`src/hdl/bic_pkg.sv`:
```
package bic_pkg;

  localparam int FRAC_BITS = 16;
  localparam int SEG_BITS  = 32;
  localparam int QW        = 32;
  localparam int DIV_BITS  = QW + FRAC_BITS;
  localparam int DIV_CW    = $clog2(DIV_BITS + 1);

  localparam logic [QW-1:0] WMAX = {QW{1'b1}};
  localparam logic [QW-1:0] QONE = QW'(1) << FRAC_BITS;
  // distance to the maximum that still counts as reaching it
  localparam logic [QW-1:0] DIFF_FLOOR = QW'((64'd1 << FRAC_BITS) / 64'd100000);

  localparam logic [2:0] REG_INIT_CWND     = 3'd0;
  localparam logic [2:0] REG_INIT_SSTHRESH = 3'd1;
  localparam logic [2:0] REG_BETA          = 3'd2;
  localparam logic [2:0] REG_LOW_SEGS      = 3'd3;
  localparam logic [2:0] REG_STEP_CAP      = 3'd4;
  localparam logic [2:0] REG_RESET_INIT    = 3'd5;
  localparam logic [2:0] REG_DISABLE_CWA   = 3'd6;

  typedef enum logic [2:0] {
    ST_IDLE,
    ST_PREP,
    ST_DIV,
    ST_APPLY,
    ST_MUL,
    ST_OUT
  } state_t;

  typedef struct packed {
    logic load;
    logic prep;
    logic div_start;
    logic apply;
    logic mul;
    logic out_load;
  } cmd_t;

  typedef struct packed {
    logic is_loss;
    logic react;
    logic need_div;
    logic div_done;
  } sts_t;

  typedef struct packed {
    logic [15:0] init_cwnd;
    logic [15:0] init_ssthresh;
    logic [15:0] beta;
    logic [15:0] low_segs;
    logic [15:0] step_cap;
    logic        reset_to_initial;
    logic        disable_cwa;
  } cfg_t;

  function automatic logic [QW-1:0] sat_q(input logic [QW:0] v);
    sat_q = v[QW] ? WMAX : v[QW-1:0];
  endfunction

  function automatic logic [QW-1:0] to_q(input logic [15:0] s);
    logic [QW+15:0] w;
    w = {{QW{1'b0}}, s} << FRAC_BITS;
    to_q = (w[QW+15:QW] != '0) ? WMAX : w[QW-1:0];
  endfunction

endpackage

```
`src/hdl/bic_congestion_window_top.sv`:
```
// channel | dir | tdata (low bit up)                         | tuser
// in      | in  | received_segment[31:0], highest_req[63:32] | action
// out     | out | window[31:0], threshold[63:32]             | loss_reacted
// cfg     | in  | cfg_index register, cfg_wdata[15:0] value   | none
// one item at a time; a divided increase runs the 48-step restoring divider,
// while a loss or a plain slow start step bypasses the divider
// synchronous active-low reset restores register defaults and window state
// the result sits in an output register; a stalled out channel holds the
// next item only once that register is full
module bic_congestion_window_top (
  input  logic        clk,
  input  logic        rst_n,
  input  logic        in_tvalid,
  output logic        in_tready,
  input  logic [63:0] in_tdata,  // received_segment, highest_requested
  input  logic        in_tuser,  // action
  output logic        out_tvalid,
  input  logic        out_tready,
  output logic [63:0] out_tdata, // window, threshold
  output logic        out_tuser, // loss_reacted
  input  logic        cfg_we,
  input  logic [2:0]  cfg_index,
  input  logic [15:0] cfg_wdata
);
  import bic_pkg::*;

  cfg_t  cfg_r;
  cmd_t  cmd;
  sts_t  sts;
  logic  busy, ov_r;
  logic [31:0] win, thr;
  logic  reacted;

  always_ff @(posedge clk) begin
    if (!rst_n) begin
      cfg_r <= '{16'd1, 16'hFFFF, 16'd52429, 16'd14, 16'd16, 1'b0, 1'b0};
    end else if (cfg_we) begin
      case (cfg_index)
        REG_INIT_CWND:     cfg_r.init_cwnd        <= cfg_wdata;
        REG_INIT_SSTHRESH: cfg_r.init_ssthresh    <= cfg_wdata;
        REG_BETA:          cfg_r.beta             <= cfg_wdata;
        REG_LOW_SEGS:      cfg_r.low_segs         <= cfg_wdata;
        REG_STEP_CAP:      cfg_r.step_cap         <= cfg_wdata;
        REG_RESET_INIT:    cfg_r.reset_to_initial <= cfg_wdata[0];
        REG_DISABLE_CWA:   cfg_r.disable_cwa      <= cfg_wdata[0];
        default: ;
      endcase
    end
  end

  assign in_tready = rst_n && !busy;

  bic_ctrl u_ctrl (
    .clk(clk), .rst_n(rst_n), .in_fire(in_tvalid && in_tready),
    .out_free(!ov_r || out_tready), .sts(sts), .cmd(cmd), .busy(busy)
  );

  bic_datapath u_dp (
    .clk(clk), .rst_n(rst_n), .cfg(cfg_r), .cmd(cmd), .sts(sts),
    .in_action(in_tuser), .in_seg(in_tdata[31:0]), .in_hreq(in_tdata[63:32]),
    .win(win), .thr(thr), .reacted(reacted)
  );

  always_ff @(posedge clk) begin
    if (!rst_n) ov_r <= 1'b0;
    else if (cmd.out_load) ov_r <= 1'b1;
    else if (out_tready) ov_r <= 1'b0;
    if (cmd.out_load) begin
      out_tdata <= {thr, win};
      out_tuser <= reacted;
    end
  end

  assign out_tvalid = ov_r;

endmodule

```
`src/hdl/bic_divider.sv`:
```
module bic_divider (
  input  logic                  clk,
  input  logic                  rst_n,
  input  logic                  start,
  input  logic [bic_pkg::QW-1:0] num,
  input  logic [bic_pkg::QW-1:0] den,
  output logic                  done,
  output logic [bic_pkg::QW-1:0] quo
);
  import bic_pkg::*;

  logic [DIV_BITS-1:0] n_r, n_nxt;
  logic [QW:0]         rem_r, rem_nxt;
  logic [QW-1:0]       d_r;
  logic [DIV_CW-1:0]   cnt_r, cnt_nxt;
  logic                busy_r, busy_nxt;
  logic                zero_r;
  logic [QW+1:0]       trial;

  always_comb begin
    trial    = {rem_r, n_r[DIV_BITS-1]} - {2'b00, d_r};
    n_nxt    = n_r;
    rem_nxt  = rem_r;
    cnt_nxt  = cnt_r;
    busy_nxt = busy_r;
    if (start) begin
      n_nxt    = {num, {FRAC_BITS{1'b0}}};
      rem_nxt  = '0;
      cnt_nxt  = DIV_CW'(DIV_BITS);
      busy_nxt = 1'b1;
    end else if (busy_r) begin
      if (!trial[QW+1]) begin
        rem_nxt = trial[QW:0];
        n_nxt   = {n_r[DIV_BITS-2:0], 1'b1};
      end else begin
        rem_nxt = {rem_r[QW-1:0], n_r[DIV_BITS-1]};
        n_nxt   = {n_r[DIV_BITS-2:0], 1'b0};
      end
      cnt_nxt = cnt_r - DIV_CW'(1);
      if (cnt_r == DIV_CW'(1)) busy_nxt = 1'b0;
    end
  end

  always_ff @(posedge clk) begin
    if (!rst_n) begin
      busy_r <= 1'b0;
      cnt_r  <= '0;
    end else begin
      busy_r <= busy_nxt;
      cnt_r  <= cnt_nxt;
    end
    n_r   <= n_nxt;
    rem_r <= rem_nxt;
    if (start) begin
      d_r    <= den;
      zero_r <= (den == '0);
    end
  end

  assign done = !busy_r;
  assign quo  = (zero_r || n_r[DIV_BITS-1:QW] != '0) ? WMAX : n_r[QW-1:0];

endmodule

```
`src/hdl/bic_datapath.sv`:
```
module bic_datapath (
  input  logic                  clk,
  input  logic                  rst_n,
  input  bic_pkg::cfg_t         cfg,
  input  bic_pkg::cmd_t         cmd,
  output bic_pkg::sts_t         sts,
  input  logic                  in_action,
  input  logic [31:0]           in_seg,
  input  logic [31:0]           in_hreq,
  output logic [31:0]           win,
  output logic [31:0]           thr,
  output logic                  reacted
);
  import bic_pkg::*;

  logic [QW-1:0] cwnd_r, ssth_r, maxw_r, minw_r, tgt_r, pstep_r, ptgt_r;
  logic          probing_r, act_r, react_r;
  logic [SEG_BITS-1:0] hseg_r, rp_r, hreq_r;
  logic [QW-1:0] num_r, prod_hi_r, quo;
  logic          need_div_r, dec_mode_r, done;
  logic [QW-1:0] low_q, inc_q;
  logic [QW+16:0] prod;

  assign low_q = to_q(cfg.low_segs);
  assign inc_q = to_q(cfg.step_cap);

  bic_divider u_div (
    .clk(clk), .rst_n(rst_n), .start(cmd.div_start),
    .num(num_r), .den(cwnd_r), .done(done), .quo(quo)
  );

  always_ff @(posedge clk) begin
    logic [QW-1:0] c, d, mx, ps, pt;
    logic [QW:0]   s;
    if (!rst_n) begin
      cwnd_r    <= QONE;
      ssth_r    <= to_q(16'hFFFF);
      maxw_r    <= WMAX;
      minw_r    <= '0;
      tgt_r     <= '0;
      probing_r <= 1'b0;
      pstep_r   <= '0;
      ptgt_r    <= '0;
      hseg_r    <= '0;
      rp_r      <= '0;
      react_r   <= 1'b0;
      act_r     <= 1'b0;
    end else begin
      if (cmd.load) begin
        act_r  <= in_action;
        hreq_r <= SEG_BITS'(in_hreq);
        if (!in_action && SEG_BITS'(in_seg) > hseg_r) hseg_r <= SEG_BITS'(in_seg);
      end
      if (cmd.prep) begin
        need_div_r <= !act_r && !(cwnd_r < low_q && cwnd_r <= ssth_r);
        dec_mode_r <= !act_r && cwnd_r >= low_q && !probing_r && tgt_r < cwnd_r;
        react_r    <= act_r && sts.react;
        if (!act_r) begin
          if (cwnd_r < low_q) begin
            num_r <= QONE;
          end else if (!probing_r) begin
            if (tgt_r >= cwnd_r) begin
              num_r <= ((tgt_r - cwnd_r) < inc_q) ? tgt_r - cwnd_r : inc_q;
            end else begin
              num_r <= cwnd_r - tgt_r;
            end
          end else begin
            num_r <= pstep_r;
          end
        end else if (sts.react) begin
          rp_r <= hreq_r;
        end
      end
      if (cmd.mul) prod_hi_r <= prod[QW+15:16];
      if (cmd.apply) begin
        c = cwnd_r; mx = maxw_r; ps = pstep_r; pt = ptgt_r;
        if (!act_r) begin
          if (cwnd_r < low_q) begin
            s = {1'b0, c} + {1'b0, (need_div_r ? quo : QONE)};
            cwnd_r <= sat_q(s);
          end else if (!probing_r) begin
            if (!dec_mode_r) c = sat_q({1'b0, c} + {1'b0, quo});
            else c = (quo <= c) ? c - quo : '0;
            cwnd_r <= c;
            d = mx - c;
            if (mx > c && d > DIFF_FLOOR) begin
              minw_r <= c;
              s = {1'b0, mx} + {1'b0, c};
              tgt_r <= s[QW:1];
            end else begin
              probing_r <= 1'b1;
              pstep_r   <= QONE;
              ptgt_r    <= sat_q({1'b0, c} + {1'b0, QONE});
              maxw_r    <= WMAX;
            end
          end else begin
            c = sat_q({1'b0, c} + {1'b0, quo});
            cwnd_r <= c;
            if (c >= pt) begin
              ps = ps[QW-1] ? WMAX : {ps[QW-2:0], 1'b0};
              pt = sat_q({1'b0, c} + {1'b0, ps});
            end
            pstep_r <= ps;
            ptgt_r  <= pt;
            if (ps >= inc_q) probing_r <= 1'b0;
          end
        end else if (react_r) begin
          if (cwnd_r >= low_q) begin
            mx = cwnd_r;
            c  = prod_hi_r;
            if (maxw_r > mx) begin
              s  = {1'b0, mx} + {1'b0, c};
              mx = s[QW:1];
            end
            s = {1'b0, mx} + {1'b0, c};
            maxw_r <= mx;
            minw_r <= c;
            tgt_r  <= s[QW:1];
          end else begin
            c = {1'b0, cwnd_r[QW-1:1]};
          end
          if (cfg.reset_to_initial) begin
            ssth_r <= {1'b0, c[QW-1:1]};
            cwnd_r <= to_q(cfg.init_cwnd);
          end else begin
            if (cwnd_r < low_q) ssth_r <= c;
            cwnd_r <= c;
          end
        end
      end
    end
  end

  assign prod = {17'd0, cwnd_r} * {{(QW+1){1'b0}}, cfg.beta};

  assign sts.is_loss  = act_r;
  assign sts.react    = cfg.disable_cwa || (hseg_r > rp_r);
  assign sts.need_div = need_div_r;
  assign sts.div_done = done;

  assign win     = cwnd_r;
  assign thr     = ssth_r;
  assign reacted = react_r;

endmodule

```
`src/hdl/bic_ctrl.sv`:
```
module bic_ctrl (
  input  logic          clk,
  input  logic          rst_n,
  input  logic          in_fire,
  input  logic          out_free,
  input  bic_pkg::sts_t sts,
  output bic_pkg::cmd_t cmd,
  output logic          busy
);
  import bic_pkg::*;

  state_t state_r, state_nxt;

  always_ff @(posedge clk) begin
    if (!rst_n) state_r <= ST_IDLE;
    else        state_r <= state_nxt;
  end

  always_comb begin
    state_nxt = state_r;
    cmd       = '0;
    busy      = (state_r != ST_IDLE);
    case (state_r)
      ST_IDLE: begin
        if (in_fire) begin
          cmd.load  = 1'b1;
          state_nxt = ST_PREP;
        end
      end
      ST_PREP: begin
        cmd.prep  = 1'b1;
        state_nxt = sts.is_loss ? ST_MUL : ST_DIV;
      end
      ST_DIV: begin
        cmd.div_start = sts.need_div;
        state_nxt     = ST_APPLY;
      end
      ST_MUL: begin
        cmd.mul   = 1'b1;
        state_nxt = ST_APPLY;
      end
      ST_APPLY: begin
        if (sts.div_done) begin
          cmd.apply = 1'b1;
          state_nxt = ST_OUT;
        end
      end
      ST_OUT: begin
        if (out_free) begin
          cmd.out_load = 1'b1;
          state_nxt    = ST_IDLE;
        end
      end
      default: state_nxt = ST_IDLE;
    endcase
  end

  a_load_idle: assert property (@(posedge clk) disable iff (!rst_n)
    cmd.load |-> state_r == ST_IDLE) else $error("load outside idle");
  a_apply_done: assert property (@(posedge clk) disable iff (!rst_n)
    cmd.apply |-> sts.div_done) else $error("apply before divide done");
  a_prep_next: assert property (@(posedge clk) disable iff (!rst_n)
    cmd.load |=> state_r == ST_PREP) else $error("no prep after load");

endmodule
```
`config.mk`:
```
export PLATFORM = sky130hd
export DESIGN_NAME = bic_congestion_window_top
export DESIGN_NICKNAME = d
export VERILOG_FILES = /design/src/hdl/bic_pkg.sv /design/src/hdl/bic_congestion_window_top.sv /design/src/hdl/bic_divider.sv /design/src/hdl/bic_datapath.sv /design/src/hdl/bic_ctrl.sv
export SDC_FILE = /design/constraint.sdc
export NUM_CORES = 2
export LEC_CHECK = 0
export BUFFER_PORTS_ARGS = -buffer_cell sky130_fd_sc_hd__buf_2
export CORE_MARGIN = 2
export CORE_UTILIZATION = 65
export CTS_CLUSTER_DIAMETER = 150
export DETAILED_ROUTE_END_ITERATION = 12
export GPL_TIMING_DRIVEN = 0
export PLACE_DENSITY = 0.82
export SYNTH_ARGS = -nofsm -noshare
export SYNTH_HDL_FRONTEND = slang
export SYNTH_HIERARCHICAL = 1
export SYNTH_SLANG_ARGS = --single-unit
```
`constraint.sdc`:
```
create_clock -name clk -period 11.78 [get_ports clk]
set_clock_uncertainty 0.1 [all_clocks]
set_input_delay 3.534 -clock clk [delete_from_list [all_inputs] [get_ports clk]]
set_output_delay 3.534 -clock clk [all_outputs]
set_load 0.02 [all_outputs]
```
==> summary.md <==
| Metric | Value |
|---|---|
| Status | `complete, but fails checks` |
| Violated checks | `max-capacitance violations, max-slew violations` |
| Area after DPL | `67,560 um2` |
| Worst hold path class | `flip-flop to flip-flop` |
| Core area | `99,710 um2` |
| Post-Syn Instances | `7,725` |
| Max rail drop VDD | `0.0001664 V` |
| Leak | `30.30 nW` |
| Routed WL | `262,000 um` |
| Minimum clock period after layout | `11.59 ns` |
| Slew Viols, Final | `103` |
| Final nets | `9,155` |
| Met2 WL post-DR | `105,800 um` |
| Post-DP HPWL | `206,100 um` |
| Die W | `320.4 um` |
| Worst EP arrival | `12.10 ns` |
| Iter 0 DRT Violations | `9,264` |
| Max layer used | `met5` |
| Antenna viol nets, final | `0` |
| Worst R2R Path Depth | `31` |
| Kind of end point of the critical path | `flip-flop` |
| Avg WL per Cell | `28.02 um` |
| Initial Utilization | `0.6525` |
| Global-route wire length before repair | `378,400 um` |
| Total Power | `8.609 mW` |
| CP bufs+invs | `6` |
| Antenna violations before repair | `28` |
| Slowest Stage Delay on Critical Path | `1.00 ns` |
| CTS tree | `yes` |
| Worst-path fanout max | `10` |
| H-tree depth | `3` |
| Worst Setup EP | `u_dp/ptgt_r[10]` |
| CP max-delay cell | `nor4_1` |
| Rows | `116` |
| Capturing point of the worst reg2reg path | `u_dp/ptgt_r[10]` |
| RSZ-0062 raised after global routing | `false` |
| Share of cells above drive strength 1 | `0.06022` |
| Top cell by count, worst path | `nor4_1` |
| Num Clock Sinks | `613` |
| Syn_nets | `8,919` |
| Critical path class | `flip-flop to flip-flop` |
| CTS buffer count | `72` |
| Max Fclk | `86.28 MHz` |
| Mapped Area | `65,060 um2` |
| Final setup fails | `0` |
| Finished Cell Area | `70,240 um2` |
| Worst Tran Pin Value | `1.713 ns` |
| Vias in the first global route | `59,960` |
| Synthesized area per cell | `8.422 um2` |
| Crit. Startpoint | `u_dp/u_div/n_r[47]` |
| Delay-heaviest family, CP | `simple AND/OR/NAND/NOR gates` |
| Worst slew margin | `-0.1447` |
| Period utilization | `0.9839` |
| Max-cap violations | `11` |
| Largest net degree at the start of global routing | `37` |
| Metal3 WL | `37,540 um` |
| RR Startpoint | `u_dp/u_div/n_r[47]` |
| Vias | `63,620` |
| CTS max path bufs | `3` |
| Synthesis warning total | `6` |
| Clock transition at path regs | `0.06 ns` |
| Die area | `102,600 um2` |
| Hold_buf cts | `0` |
| Grt ovf | `0` |
| CP Data Required Time | `12.29 ns` |
| GPL Wtd Cong | `1.150` |
| Flop2flop setup slack | `0.19 ns` |
| Port bufs | `155` |
| Crit path launch type | `flip-flop` |
| Die height | `320.4 um` |
| Logic depth of the worst path, buffers included | `31` |
| IO Pins | `156` |
| Root Driver | `clkbuf_16` |
| Final hold vios | `0` |
| Cell Pwr Density | `122.6 nW/um2` |
| TritonRoute pass-1 iters | `12` |
| Placed insts | `9,183` |
| WL met1 | `93,620 um` |
| DRC Markers | `0` |
| Vias per inst | `6.806` |
| Clk_lat worst skew | `0.70 ns` |
| P&R area growth vs syn | `7.962%` |
| Gr usage total | `0.4981` |
| Final Non-Filler Cells | `9,348` |
-- registers in the layout (all words and copies together) (netlist names), 6 cells and up --
register          cells
cfg_r                66
out_tdata            64
u_dp/hreq_r          32
u_dp/hseg_r          32
u_dp/maxw_r          32
u_dp/num_r           32
u_dp/prod_hi_r       32
u_dp/pstep_r         32
u_dp/ptgt_r          32
u_dp/rp_r            32
u_dp/tgt_r           32
u_dp/thr             32
u_dp/u_div/cnt_r      6
u_dp/u_div/d_r       32
u_dp/u_div/n_r       48
u_dp/u_div/rem_r     33
u_dp/win             32
-- layout by cell type, fill, tap and decap left out, drive strengths merged, types with 101 or more instances in the layout --
cell type and instances:
nand2 813, buf 243, and2 253, a21oi 498
a21o 201, a211oi 112, nor3 112, nor2 534
edfxtp 228, fa 428, ha 677, xnor2 184
dfxtp 385, inv 887, nand2b 101, o21ai 373
clkbuf 428, mux2i 220
-- worst min-delay path by stage --
stage                     depth (start not counted)  slack [ns]               to             from
after floorplan                                   2        0.33  u_dp/ptgt_r[12]  u_dp/ptgt_r[12]
after global placement                            2        0.33   u_dp/ptgt_r[8]   u_dp/ptgt_r[8]
after detailed placement                          1        0.34  u_dp/ptgt_r[26]  u_dp/ptgt_r[26]
after CTS                                         1        0.35  u_dp/ptgt_r[26]  u_dp/ptgt_r[26]
after global routing                              1        0.38  u_dp/ptgt_r[26]  u_dp/ptgt_r[26]
final                                             1        0.36  u_dp/ptgt_r[26]  u_dp/ptgt_r[26]
-- worst register-to-register path, delay by kind of cell (launching register included) --
family	cells	cell delay [ns]
DFF	1	0.63
and+or+nand+nor	13	5.36
AOI/OAI and AO/OA	9	2.54
buffers and inverters	6	1.83
adders and majority gates	2	0.67
muxes	1	0.41
-- stage by stage --
step	TNS, ns	worst slack, ns	util	hold slack [ns]
6_report	0	0.1899	0.7044	0.3565
3_5_place_dp	0	0.4353	0.6775	0.3395
2_1_floorplan	0	3.604	-	0.3250
3_3_place_gp	-32.41	-0.6085	0.6766	0.3343
5_1_grt	0	0.1044	0.7038	0.3790
4_1_cts	0	0.3398	0.7029	0.3532
-- power breakdown --
| part | switching, mW | internal [mW] |
|---|---|---|
| Clock | 1.02 | 1.39 |
| Combinational | 2.44 | 1.32 |
| Sequential | 0.129 | 2.32 |
-- repair_timing --
item,in CTS,in global routing
buffers inserted,0,2
hold endpoints to repair,0,0
setup endpoints to repair,0,129
resized for setup,0,17
-- routing by layer --
layer,track usage,up-vias
li1,-,27250
met4,0.3827,22
met5,0.01040,-
met2,0.7107,4911
met3,0.1730,1363
met1,0.6160,30080
-- final cells by class --
cell class,count,area (um2)
repair buffers,162,852.1
flip-flops and latches,613,14560
clock buffers,95,1979
diodes,30,75.07
fillers,7806,29470
multi-input cells,5812,45570
inverters,886,3327
well taps,1298,1624
plain buffers,414,1699
clock inverters,38,553.0
Power figures use the tool's default switching activity.
